[config.mk]
export PLATFORM = sky130hd
export DESIGN_NAME = pba_first_set
export DESIGN_NICKNAME = d
export VERILOG_FILES = /design/src/rtl/core/pba_pkg.sv /design/src/rtl/core/pba_first_set.sv
export SDC_FILE = /design/constraint.sdc
export NUM_CORES = 1
export LEC_CHECK = 0
export BUFFER_PORTS_ARGS = -buffer_cell sky130_fd_sc_hd__buf_2
export CORE_MARGIN = 1.5
export CORE_UTILIZATION = 51
export DETAILED_ROUTE_END_ITERATION = 12
export PLACE_DENSITY = 0.9
export SYNTH_ARGS = -nofsm -noshare
export SYNTH_HDL_FRONTEND = slang
export SYNTH_SLANG_ARGS = --single-unit
[constraint.sdc]
create_clock -name vclk -period 8
set_input_delay 1.6 -clock vclk [all_inputs]
set_output_delay 1.6 -clock vclk [all_outputs]
set_load 0.02 [all_outputs]
[src/rtl/core/pba_pkg.sv]
`timescale 1ns / 1ps

package pba_pkg;

    localparam int LOW_PORT  = 1024;
    localparam int HIGH_PORT = 65535;

    // ports covered by the map, zero when the range is empty
    localparam int SPAN    = (HIGH_PORT >= LOW_PORT) ? (HIGH_PORT - LOW_PORT + 1) : 0;
    localparam int MAP_W   = 64;
    localparam int BIT_AW  = $clog2(MAP_W);
    localparam int WORDS   = (SPAN == 0) ? 1 : ((SPAN + MAP_W - 1) / MAP_W);
    localparam int WORD_AW = (WORDS > 1) ? $clog2(WORDS) : 1;
    localparam int STEP_W  = $clog2(WORDS + 1);
    localparam int TAIL    = SPAN % MAP_W;

    localparam logic [15:0] LOW_P16  = 16'(LOW_PORT);
    localparam logic [15:0] HIGH_P16 = 16'(HIGH_PORT);

    localparam logic [WORD_AW-1:0] LAST_WORD = WORD_AW'((SPAN == 0) ? 0 : ((SPAN - 1) / MAP_W));
    localparam logic [STEP_W-1:0]  LAST_STEP = STEP_W'(WORDS);
    localparam logic [MAP_W-1:0]   LAST_MASK = (SPAN == 0) ? '0 :
                                               (TAIL == 0) ? '1 :
                                               ({MAP_W{1'b1}} >> (MAP_W - TAIL));

    localparam logic [1:0] KIND_CLAIM   = 2'd0;
    localparam logic [1:0] KIND_ALLOC   = 2'd1;
    localparam logic [1:0] KIND_RELEASE = 2'd2;

    typedef struct packed {
        logic [1:0]  kind;
        logic [15:0] port_number;
    } req_t;

    typedef struct packed {
        logic        ok;
        logic [15:0] granted_port;
    } rsp_t;

    typedef struct packed {
        logic              found;
        logic [BIT_AW-1:0] index;
    } first_set_t;

    function automatic logic in_range(input logic [15:0] p);
        return (p >= LOW_P16) && (p <= HIGH_P16);
    endfunction

    // bits of a map word that stand for real ports
    function automatic logic [MAP_W-1:0] word_mask(input logic [WORD_AW-1:0] a);
        logic [MAP_W-1:0] m;
        if (a == LAST_WORD)
            m = LAST_MASK;
        else if (a > LAST_WORD)
            m = '0;
        else
            m = '1;
        return m;
    endfunction

endpackage

[src/rtl/core/pba_first_set.sv]
`timescale 1ns / 1ps

module pba_first_set
    import pba_pkg::*;
(
    input  logic [MAP_W-1:0] bits,
    output first_set_t       res
);

    logic [MAP_W-1:0]  lowest;
    logic [BIT_AW-1:0] index;

    // isolate the lowest set bit, then encode its position
    assign lowest = bits & (~bits + MAP_W'(1));

    always_comb
    begin
        index = '0;
        for (int j = 0; j < MAP_W; j++)
        begin
            if (lowest[j])
                index = index | BIT_AW'(j);
        end
    end

    assign res.found = |bits;
    assign res.index = index;

endmodule

# Word level (Yosys, flattened, before mapping)
# Cells that the tools add are included.
# word_totals
register_bits	0
out_inout_bits	7
# classes
n_mux	63
bitwise_logic	2
n_reduce_logical	1
n_addsub	1
# op_table
operator	count
two-way mux 6 bit	32
two-way mux 5 bit	16
adder 64 x 1 -> 64 bit, second input constant	1
AND 64 bit	1
inverter 64 bit	1
OR reduction 64 bit	1
two-way mux 4 bit	8
two-way mux 3 bit	4
two-way mux 2 bit	2
two-way mux 1 bit	1

# Logic depth before layout (Yosys ltp)
# depth
ltp_word	66
ltp_mapped	9

# Worst setup path after synthesis
# OpenSTA, ideal clock, no wires.
# synth_path
kind	input port to output port
start	input bits[11]
end	output res[2] (netlist name)
slack_ns	2.437
arrival_ns	3.963
t_required_ns	6.400
cell_stages	8
path_cell_list	or4_4 -> or4b_1 -> buf_2 -> nor4_4 -> nand2_2 -> o32a_1 -> and2_0 -> nand4b_1
# synth_lines
item	line_no	rtl
from (decl)	pba_first_set.sv:6	input logic [MAP_W-1:0] bits,
to (decl)	pba_first_set.sv:7	output first_set_t res

==> reports/metrics.cfg <==
[yosys]
muxShareOfSynthArea_pct = 0
synth_area_mm2 = 0.00124
ys_top_cells_by_count = nor2_1 (32), nor3_1 (20), nand2_1 (14), nor4_1 (14), a21oi_1 (13)
yosys_warnings = 0
synth_top_family_by_area = simple AND/OR/NAND/NOR gates
avgSynthCellArea_um2 = 6.01
yosysTopAreaCellShare_pct = 9.71
yosysUniqueCellTypes = 49
synth_xor_area_share_pct = 0
yosys-top-cells-area = nor2_1 (9.7%), nor3_1 (8.1%), nor4_1 (7.1%)
synth_nets = 270
synth_compound_area_share_pct = 32.0
syn-instance-count = 206
synthAdderAreaFrac_pct = 0
yosysTopAreaCell = nor2_1
yosysMostFrequentCell = nor2_1
synthSimpleGateAreaFrac_pct = 64.3
ys_seq_area_share_pct = 0

[routing]
first_pass_iters = 5
drt_wl_total_um = 5030
post_drt_via_cell_ratio = 6.85
drc = 0
wire_per_inst_um = 16.7
ant_nets = 0
drt_iter0_drc = 103
routed-via-count = 2062

[floorplan]
core_mm2 = 0.00225
die_area_mm2 = 0.00273
io_pins = 71
dieWidth_um = 52.3
die_y_um = 52.3
initial_utilization_pct = 54.9
rows = 17

[finish]
fin_nets = 339
fin_area_mm2 = 0.00161
antennaDiodeCount = 0
layout-drive-gt1-share_pct = 27.8
fillers = 226
multi_input_area_mm2 = 0.00119
syn_to_final_growth_pct = 29.9
clkbuf_count = 0
seq_cells = 0
seq_area_um2 = 0

[placement]
port_buffers = 71
place_area_mm2 = 0.00161
gp_congestion = 0.984
dpl.hpwl_um = 4210

[timing]
rsz0062_at_grt = false
hold_violations = 0
fin_crit_sh_pct = 79.3
max_slew_margin_pct = 48.0
fin_setup_tns_ns = 0
fmax_ghz = 0.158
finalSetupViolations = 0
slew_violations = 0
finalCriticalPeriod_ns = 6.34
worst_slew_pin_slew_ns = 0.773

[cts]
cts_resized = 0
postCtsHoldBufs = 0
postCtsSetupRepairBufs = 0

[worst_setup_path]
max_stage_delay_ns = 0.68
crit_top_cell = buf_2
worstPathMaxFanout = 14
critPathBufInv = 2
criticalPathCategory = in2out
cpLargestDelayFamily = simple AND/OR/NAND/NOR gates
crit_required_ns = 6.40
slowest_stage = or4b_1
path_cells = buf_2 > or4_4 > or4b_1 > nor4_4 > nand2_2 > o41ai_2 > nor3_1 > nand4b_1 > buf_2
critPathArrivalTime_ns = 4.74
worstSetupStartpointType = primary input
endpoint_kind = primary output

[pwr]
p_per_area_mw_per_mm2 = 29.7
leakagePower_nw = 0.632
vdd_ir_drop_max_uv = 28.3

[global_routing]
grt_pass1_wl_um = 7650
overflow = 0
grt_use_total_pct = 36.4
grt_pass1_vias = 1780
grt_max_degree = 15
antenna_found_initial = 0

[min_path]
hp-class = in2out

[run]
max_cap_violations = 0

[outcome]
outcome = completed

==> per-stage QoR <==
stage               std cells  total power [mW]  util (%)  hold WS, ns  worst slack, ns
floorplan                 206            0.0171         -         3.41             2.44
global placement          301            0.0456      71.3         3.55             1.78
detailed placement        301            0.0465      71.3         3.56             1.72
CTS                       301            0.0468      71.3         3.56             1.71
global route              301            0.0521      71.3         3.60             1.49
finish                    301            0.0478      71.3         3.56             1.66
==> path summary, 6_finish.rpt <==
kind                  depth (start not counted)  slack (ns)  startpoint      to
worst max-delay path                          9        1.66    bits[11]  res[1]
worst min-delay path                          4        3.56    bits[63]  res[6]
==> kinds of logic after synthesis <==
logic type / count (synthesis)
compound gates: 54
simple gates: 141
buf+inv: 11
==> power breakdown <==
part           switching, mW  internal (mW)  leakage [nW]
clock                      0              0             0
sequential                 0              0             0
combinational         0.0277         0.0201         0.632
==> worst min-delay path, stage by stage <==
cell     delay [ns]
buf_2          0.09
nor2_1         0.04
nand4_1        0.07
buf_2          0.16
==> cells in the final DEF (no fill, tap or decap), drive strengths merged, types with 3 or more instances in the layout <==
cell type and n:
nand2 15, nand3 9, inv 7, nor2 32, and2 5, a21oi 13, a211oi 3, nand4 11
o21ai 7, a31oi 4, nand4b 7, nor4b 3, or3 7, nor4 15, buf 71, nor3b 5
nor3 20, nor2b 4
==> cell type report <==
class                      count  area share, %
multi-input combinational    195           74.1
timing repair buffer          71           22.1
tap                           28           2.18
inverter                       7           1.63
==> routing by layer <==
metal,vias to the layer above,wire (um),global-route usage (%)
met5,-,0,0
met4,0,155,11.5
met3,16,521,4.00
met2,146,2320,62.9
met1,922,2030,47.1
li1,978,-,-
(Power assumes the default switching activity.)
